--- config.mk ---
export PLATFORM = sky130hd
export DESIGN_NAME = lehmer_uniform_range_sampler_top
export DESIGN_NICKNAME = d
export VERILOG_FILES = /design/src/hw/rtl/lurs_pkg.sv /design/src/hw/rtl/lurs_datapath.sv /design/src/hw/rtl/lurs_ctrl.sv /design/src/hw/rtl/lehmer_uniform_range_sampler_top.sv
export SDC_FILE = /design/constraint.sdc
export NUM_CORES = 2
export LEC_CHECK = 0
export ABC_AREA = 1
export BUFFER_PORTS_ARGS = -buffer_cell sky130_fd_sc_hd__buf_2
export CORE_ASPECT_RATIO = 1.2
export CORE_MARGIN = 2
export CORE_UTILIZATION = 67
export CTS_CLUSTER_SIZE = 30
export DETAILED_ROUTE_END_ITERATION = 12
export GPL_TIMING_DRIVEN = 0
export PLACE_DENSITY = 0.85
export SYNTH_ARGS = -nofsm -noshare
export SYNTH_HDL_FRONTEND = slang
export SYNTH_SLANG_ARGS = --single-unit
export TNS_END_PERCENT = 30
--- constraint.sdc ---
create_clock -name clk -period 20.1 [get_ports clk]
set_input_delay 2.01 -clock clk [delete_from_list [all_inputs] [get_ports clk]]
set_output_delay 2.01 -clock clk [all_outputs]
set_load 0.03 [all_outputs]
--- src/hw/rtl/lurs_pkg.sv ---
// Shared constants and control types for the Lehmer uniform range sampler.
package lurs_pkg;

	// Widths of the request and result fields.
	localparam int unsigned BOUND_W = 32;
	localparam int unsigned STATE_W = 31;
	localparam int unsigned MULT_W  = 15;
	localparam int unsigned LPROD_W = STATE_W + MULT_W;
	localparam int unsigned RPROD_W = BOUND_W + STATE_W;

	// Park-Miller generator constants.
	localparam logic [MULT_W-1:0]  LEHMER_MULT = 15'd16807;
	localparam logic [STATE_W-1:0] LEHMER_MOD  = 31'h7FFF_FFFF;
	localparam logic [STATE_W-1:0] SEED_RESET  = 31'd12345;

	// Commands from the controller to the datapath.
	typedef struct packed {
		logic load_in;
		logic lcg_mul;
		logic lcg_fold;
		logic rng_mul;
		logic out_load;
	} lurs_cmd_t;

endpackage

--- src/hw/rtl/lurs_datapath.sv ---
// Datapath: generator state, modular multiply, range scaling and result register.
module lurs_datapath import lurs_pkg::*; (
	input  logic               clk,
	input  logic               arst_n,
	input  lurs_cmd_t          cmd,
	input  logic               seed_we,
	input  logic [STATE_W-1:0] seed_wdata,
	input  logic [BOUND_W-1:0] low_bound,
	input  logic [BOUND_W-1:0] high_bound,
	output logic [BOUND_W-1:0] sample,
	output logic [STATE_W-1:0] raw_state
);

	logic [STATE_W-1:0] gen_q;
	logic [BOUND_W-1:0] a_q;
	logic [BOUND_W-1:0] mag_q;
	logic               neg_q;
	logic [LPROD_W-1:0] lprod_q;
	logic [RPROD_W-1:0] rprod_q;
	logic [BOUND_W-1:0] sample_q;
	logic [STATE_W-1:0] raw_q;

	logic [BOUND_W:0]   diff;
	logic [BOUND_W:0]   diff_abs;
	logic [STATE_W:0]   fold;
	logic [STATE_W-1:0] fold_red;
	logic [STATE_W-1:0] seed_red;
	logic [BOUND_W-1:0] offset;

	// Range width as a sign and a magnitude; the magnitude fits 32 bits.
	assign diff     = {high_bound[BOUND_W-1], high_bound} - {low_bound[BOUND_W-1], low_bound};
	assign diff_abs = diff[BOUND_W] ? (~diff + 1'b1) : diff;

	// Mersenne fold of the 46-bit product; the sum stays below twice the modulus.
	assign fold     = {1'b0, lprod_q[STATE_W-1:0]} + (STATE_W+1)'(lprod_q[LPROD_W-1:STATE_W]);
	assign fold_red = (fold >= {1'b0, LEHMER_MOD}) ? STATE_W'(fold - {1'b0, LEHMER_MOD})
	                                               : fold[STATE_W-1:0];

	// Seeds congruent to zero would lock the generator, so they load one.
	assign seed_red = (seed_wdata == '0 || seed_wdata == LEHMER_MOD) ? STATE_W'(1) : seed_wdata;

	// Scaled offset is the product divided by 2^31, truncated.
	assign offset = rprod_q[RPROD_W-1:STATE_W];

	// Generator state: loaded by a seed write, advanced by the fold step.
	always_ff @(posedge clk or negedge arst_n) begin
		if (!arst_n) begin
			gen_q <= SEED_RESET;
		end else if (seed_we) begin
			gen_q <= seed_red;
		end else if (cmd.lcg_fold) begin
			gen_q <= fold_red;
		end
	end

	// Working registers and the result register.
	always_ff @(posedge clk) begin
		if (cmd.load_in) begin
			a_q   <= low_bound;
			mag_q <= diff_abs[BOUND_W-1:0];
			neg_q <= diff[BOUND_W];
		end
		if (cmd.lcg_mul) begin
			lprod_q <= LPROD_W'(gen_q) * LPROD_W'(LEHMER_MULT);
		end
		if (cmd.rng_mul) begin
			rprod_q <= RPROD_W'(mag_q) * RPROD_W'(gen_q);
		end
		if (cmd.out_load) begin
			sample_q <= neg_q ? (a_q - offset) : (a_q + offset);
			raw_q    <= gen_q;
		end
	end

	assign sample    = sample_q;
	assign raw_state = raw_q;

endmodule

--- src/hw/rtl/lurs_ctrl.sv ---
// Controller: sequences one request through the datapath and owns the result valid.
module lurs_ctrl import lurs_pkg::*; (
	input  logic      clk,
	input  logic      arst_n,
	input  logic      in_valid,
	output logic      in_ready,
	output logic      out_valid,
	input  logic      out_ready,
	output lurs_cmd_t cmd
);

	typedef enum logic [2:0] {
		ST_IDLE,
		ST_LCG_MUL,
		ST_LCG_FOLD,
		ST_RNG_MUL,
		ST_FINISH
	} state_t;

	state_t state_q;
	logic   out_valid_q;
	logic   out_free;

	// The result register can take a new result when empty or being drained.
	assign out_free = !out_valid_q || out_ready;

	// Commands decode directly from the current state and the handshake inputs.
	always_comb begin
		cmd          = '0;
		cmd.load_in  = (state_q == ST_IDLE) && in_valid;
		cmd.lcg_mul  = (state_q == ST_LCG_MUL);
		cmd.lcg_fold = (state_q == ST_LCG_FOLD);
		cmd.rng_mul  = (state_q == ST_RNG_MUL);
		cmd.out_load = (state_q == ST_FINISH) && out_free;
	end

	// State register and result valid flag.
	always_ff @(posedge clk or negedge arst_n) begin
		if (!arst_n) begin
			state_q     <= ST_IDLE;
			out_valid_q <= 1'b0;
		end else begin
			if (cmd.out_load) begin
				out_valid_q <= 1'b1;
			end else if (out_ready) begin
				out_valid_q <= 1'b0;
			end
			case (state_q)
				ST_IDLE: begin
					if (in_valid) begin
						state_q <= ST_LCG_MUL;
					end
				end
				ST_LCG_MUL:  state_q <= ST_LCG_FOLD;
				ST_LCG_FOLD: state_q <= ST_RNG_MUL;
				ST_RNG_MUL:  state_q <= ST_FINISH;
				ST_FINISH: begin
					if (out_free) begin
						state_q <= ST_IDLE;
					end
				end
				default: state_q <= ST_IDLE;
			endcase
		end
	end

	assign in_ready  = (state_q == ST_IDLE);
	assign out_valid = out_valid_q;

endmodule

--- src/hw/rtl/lehmer_uniform_range_sampler_top.sv ---
// Top level of the Lehmer uniform range sampler.
//
// Each request carries bounds a and b in signed Q16.16 and yields one result: the
// Park-Miller generator is advanced (state * 16807 mod 2^31-1) and the block returns
// a + trunc((b-a) * state / 2^31) together with the new state. A request passes through
// accept, generator multiply, modular fold, range multiply and result load, the two
// multipliers used in sequence; a new request is taken only after the last one has
// loaded its result. The result register lets the next request start while a finished
// result still waits. Writing seed_wdata with seed_we loads the generator state at once
// (seed 0 or 2^31-1 loads state 1); the reset state is 12345. The user must make seed
// writes only while the block is idle; the block itself does not enforce this.
module lehmer_uniform_range_sampler_top import lurs_pkg::*; (
	input  logic         clk,
	input  logic         arst_n,
	// Seed register write port.
	input  logic         seed_we,
	input  logic [30:0]  seed_wdata,
	// Request stream.
	input  logic         s_axis_tvalid,
	output logic         s_axis_tready,
	input  logic [63:0]  s_axis_tdata,  // [31:0] low_bound, [63:32] high_bound
	// Result stream.
	output logic         m_axis_tvalid,
	input  logic         m_axis_tready,
	output logic [63:0]  m_axis_tdata   // [31:0] sample, [62:32] raw_state, [63] zero
);

	lurs_cmd_t          cmd;
	logic [BOUND_W-1:0] sample;
	logic [STATE_W-1:0] raw_state;

	// Sequencer.
	lurs_ctrl u_ctrl (
		.clk       (clk),
		.arst_n    (arst_n),
		.in_valid  (s_axis_tvalid),
		.in_ready  (s_axis_tready),
		.out_valid (m_axis_tvalid),
		.out_ready (m_axis_tready),
		.cmd       (cmd)
	);

	// Arithmetic and generator state.
	lurs_datapath u_datapath (
		.clk        (clk),
		.arst_n     (arst_n),
		.cmd        (cmd),
		.seed_we    (seed_we),
		.seed_wdata (seed_wdata),
		.low_bound  (s_axis_tdata[31:0]),
		.high_bound (s_axis_tdata[63:32]),
		.sample     (sample),
		.raw_state  (raw_state)
	);

	assign m_axis_tdata = {1'b0, raw_state, sample};

endmodule
== After elaboration in Yosys (flattened, before gate mapping) ==
Cells that the tools add are included.

* Register bits after elaboration: 272
* Input bits: 100
* Output and inout bits: 66

* Eq/ne operators: 7
* Mux-type cells: 11
* Add/subtract/negate cells: 6
* Magnitude comparators: 1
* Bitwise operators: 1
* Multipliers: 2
* Reduce and logical (&&, ||, !) cells: 10

{| class="wikitable"
|+ Operators with widths
! cell !! count
|-
| 31-bit two-way mux || 4
|-
| 32-bit two-way mux || 2
|-
| 32-bit by 31-bit multiplier with 63-bit output || 1
|-
| 31-bit by 15-bit multiplier with 46-bit output, second input constant || 1
|-
| 32-bit by 32-bit subtractor with 33-bit output || 1
|-
| 31-bit by 15-bit adder with 32-bit output || 1
|-
| 32-bit by 1-bit adder with 32-bit output, second input constant || 1
|-
| 32-bit adder || 1
|-
| 32-bit by 31-bit >= comparator with 1-bit output, second input constant || 1
|-
| 32-bit inverter || 1
|-
| 32-bit subtractor || 1
|-
| 31-bit equality test, second input constant || 1
|-
| 31-bit logical NOT || 1
|-
| 31-bit subtractor, second input constant || 1
|-
| 3-bit case mux with 5 select lines || 1
|-
| 3-bit by 2-bit equality test with 1-bit output, second input constant || 2
|-
| 3-bit two-way mux || 2
|-
| 2-bit nonzero test || 2
|-
| 3-bit by 1-bit equality test with 1-bit output, second input constant || 1
|-
| 3-bit equality test, second input constant || 1
|-
| 3-bit logical NOT || 1
|-
| 1-bit logical AND || 2
|-
| 1-bit logical OR || 2
|-
| 1-bit two-way mux || 2
|-
| 4 further kinds || 4
|}

== Longest topological paths before layout ==
* Word-level depth: 5
* Gate-level depth with buffers: 35

== By module ==
A second synthesis with hierarchy kept.

* Cell total of the unflattened synthesis: 7,143
* Area, all modules: 56,466.7 µm²

{| class="wikitable"
|+ By module, submodules not included
! module !! sequential area each (µm²) !! area each (µm²) !! times used !! cells each
|-
| lurs_datapath || 6,969.2 || 56,255.2 || 1 || 7,115
|-
| lurs_ctrl || 100.1 || 200.2 || 1 || 26
|-
| lehmer_uniform_range_sampler_top || 0.0 || 11.3 || 1 || 2
|}

== Worst setup path before layout ==
No wires, ideal clock.

* Kind: register to register
* Start point: register u_datapath.gen_q[4]
* End point: register u_datapath.rprod_q[52], data pin
* Slack: 13.126 ns
* Library setup time: 0.260 ns
* Clock period less this slack: 6.974 ns
* Data required time: 19.840 ns
* Stages on the path, launching flop included: 32
* Arrival time: 6.714 ns
* Path through: dfstp_2 > clkbuf_1 > clkbuf_1 > nand2_1 > inv_1 > fa_1 > fa_1 > fa_1 > inv_1 > fa_1 > inv_1 > fa_1 > inv_1 > fa_1 > inv_1 > fa_1 > inv_1 > fa_1 > inv_1 > ha_1 > a21oi_1 > o21ai_0 > a21oi_1 > nor2_1 > nor2_1 > nand2_1 > nand2_1 > nand2_1 > a21o_1 > nand2_1 > nand2_1 > xor2_1

* Cells in the longest elaborated chain, start to end: 1

{| class="wikitable"
|+ Ends and longest elaborated chain
! what !! RTL line !! RTL
|-
| start, declared || lurs_datapath.sv:14 || <nowiki>logic [STATE_W-1:0] gen_q;</nowiki>
|-
| start signal, assigned || lurs_datapath.sv:50 || <nowiki>gen_q <= seed_red;</nowiki>
|-
| start signal, assigned || lurs_datapath.sv:52 || <nowiki>gen_q <= fold_red;</nowiki>
|-
| 32-bit by 31-bit multiplier with 63-bit output || lurs_datapath.sv:67 || <nowiki>rprod_q <= RPROD_W'(mag_q) * RPROD_W'(gen_q);</nowiki>
|-
| end signal, assigned || lurs_datapath.sv:67 ||
|-
| end, declared || lurs_datapath.sv:19 || <nowiki>logic [RPROD_W-1:0] rprod_q;</nowiki>
|}

Every way passes these cells.
A chain may end at the register's enable or synchronous reset.

== Worst setup path after layout ==
* Start point: register u_datapath.gen_q[12]
* End point: register u_datapath.rprod_q[56], data pin

Same word-level chain as after synthesis.

==> results.md <==
- Fin crit period: 9202 ps
- Violations in the final reports: max-capacitance violations, max-slew violations
- Drc violations: 0
- Worst setup path class: reg -> reg
- Commonest non-fill, non-tap cell in the layout: inv_1
- Postcts setup bufs: 0
- Clock Skew: 53.03 ps
- CP max FO: 10
- Post-synth top area cell: fa_1
- Status: finished, violations left
- Max Cap Viol: 4
- Worst hold path depth: 3
- Core Rows: 116
- Kind of start point of the critical path: register
- Height of the die: 322.8 um
- Core area: 83600 sq um
- RSZ-0062 raised after global routing: false
- Share of cells above drive strength 1: 3.986%
- Layout Nets: 9055
- Seq cells post-synth: 241
- Global-route wire length before repair: 321600 um
- Reg-to-reg startpoint: u_datapath.gen_q[12]
- Chip width: 269.7 um
- Max frequency: 0.1087 GHz
- Initial antenna violation count: 18
- Routed WL per cell: 25.13 um
- Worst path required time: 20500 ps
- R2r setup slk: 10900 ps
- Crit path depth: 27
- Clock buffer depth: 3
- Grt ovf: 0
- CTS tree: done
- Reg2reg end: u_datapath.rprod_q[56]
- Area Growth Syn to Fin: 5.835%
- Yosys Warn Count: 0
- Fin. Hold Viols: 0
- Fin area: 60050 sq um
- Slew Limit Fails: 43
- WHS: 567.1 ps
- Gpl congestion: 1.115
- Initial Util: 67.87%
- Delay-heaviest family, CP: adder cells
- Via count: 51052
- Post-synth cell types: 59
- Hold buffers post-CTS: 0
- PostCTS Resize Cnt: 0
- I/O Pins: 166
- Synth top area share: 35.32%
- Beginning of the critical path: u_datapath.gen_q[12]
- Initial drt markers: 5352
- Cell area after synthesis: 56740 sq um
- Top_reg_cell synth: edfxtp_1
- CTS clk-pin slew, worst paths: 60 ps
- Setup_tns: 0 ps
- Sequential area share after synthesis: 12.46%
- Post-Route WL: 215800 um
- # clock sinks: 241
- Root Buffer: clkbuf_16
- Placed inst area: 59100 sq um
- Setup violations, final: 0
- Period utilisation layout: 45.78%
- EDFF count, synth: 206
- GRT Util Overall: 51.19%
- Mean post-synth cell area: 7.843 sq um
- Worst Path Buf+Inv: 8
- Synth Net Count: 8856
- Worst skew pair latency: 650 ps
- Crit. End Element: register
- Synthesized instance count: 7234
- Cells on worst reg2reg path: 27
- FFs w/ async S/R, synth: 14.52%
- Crit path top cell by count: fa_1
- Detailed placement HPWL: 179900 um
- CP max stage cell: clkbuf_1
- Largest net degree at the start of global routing: 66
- Die area: 87040 sq um
- H-Tree Depth: 1
- Hold Crit Class: reg -> reg
- Commonest cells after routing, fill and taps aside: inv_1, nand2_1, fa_1, ha_1, nor2_1
- Crit path to: u_datapath.rprod_q[56]
- Number of port buffers: 164
- Worst-Margin Slew: 1590 ps
- Slew margin rel.: -5.975%
- FILL cells: 6728
- Vias per cell: 5.946
- DRT antenna net count: 0
- Max incr delay on CP: 1010 ps
- Vias in the first global route: 53066
- CP arrival: 9610 ps
- Router iterations before antenna repair: 8
- Num CTS Buffers: 28
- Main area contributors after synthesis: fa_1, inv_1, nand2_1
[cells by family (layout without fill, tap and decap cells)]
logic type               count (synthesis)  count (layout)  synth area share [%]
AND/OR/NAND/NOR                       2532            2532                 18.04
other                                    1              14              0.006609
AO/OA/AOI/OAI                          526             526                 5.125
flip-flops                             241             241                 12.46
XOR/XNOR                               174             174                 2.699
buffers and inverters                 2238            2456                 14.86
adder cells (fa/ha/maj)               1522            1522                 46.81
[layout make-up]
type                       count  area (sq um)  share of cell area, %
timing repair buffer         169         928.4                  1.546
inverter                    1996          7492                  12.48
multi-input combinational   4755         41270                  68.72
sequential                   241          7069                  11.77
clock inverter                15         183.9                 0.3063
antenna                       13         32.53                0.05417
buffer                       242         950.9                  1.584
clock buffer                  34         723.2                  1.204
tap                         1121          1403                  2.336
[tightest hold or removal path: cells and delay by family, from the launching register on]
kind	cells	cell delay, ps
flops	1	340
simple gates	1	80
buf+inv	1	50
compound gates	1	100
[routing by layer]
metal	track usage (%)	routed length (um)
met5	0	81
met2	79.68	95710
met4	56.36	30670
met1	50.23	63150
met3	19.41	26160
[synth_stat cells, types with 18 or more instances]
library cell and number:
nor3_1 40, ha_1 521, nand2_1 1772, dfrtp_1 29, a31oi_1 55, nor4_1 18
nand3_1 187, nand4_1 65, fa_1 1001, edfxtp_1 206, xnor2_1 63, o21ai_0 139
xor2_1 110, nor2_1 382, a21oi_1 249, inv_1 1987, clkbuf_1 216
[worst min-delay path by stage]
stage | startpoint | end
global route | u_ctrl.state_q[2] | u_ctrl.state_q[0]
finish | u_ctrl.state_q[2] | u_ctrl.state_q[0]
detailed placement | u_datapath.gen_q[29] | u_datapath.raw_state[29]
CTS | u_datapath.gen_q[29] | u_datapath.raw_state[29]
floorplan | u_datapath.gen_q[28] | u_datapath.raw_state[28]
global placement | u_datapath.gen_q[29] | u_datapath.raw_state[29]
[stage by stage]
| step | utilization [%] | instances | setup slack [ps] |
|---|---|---|---|
| after floorplan | - | 7234 | 13130 |
| after global placement | 70.53 | 8519 | 11290 |
| after detailed placement | 70.69 | 8524 | 11290 |
| after CTS | 71.77 | 8573 | 11280 |
| after global routing | 71.79 | 8574 | 10830 |
| final | 71.83 | 8586 | 10900 |
[registers in the layout, summed over array words and instances, names as in the netlist]
signal,count
u_datapath.raw_state,31
u_datapath.rprod_q,32
u_datapath.lprod_q,46
u_datapath.mag_q,32
u_datapath.sample,32
u_datapath.a_q,32
u_ctrl.state_q,3
u_ctrl.out_valid,1
u_datapath.neg_q,1
u_datapath.gen_q,31
Power is left out: the tool's default activity adds up to more than one toggle a clock period on the data nets, which glitch-free logic cannot reach.
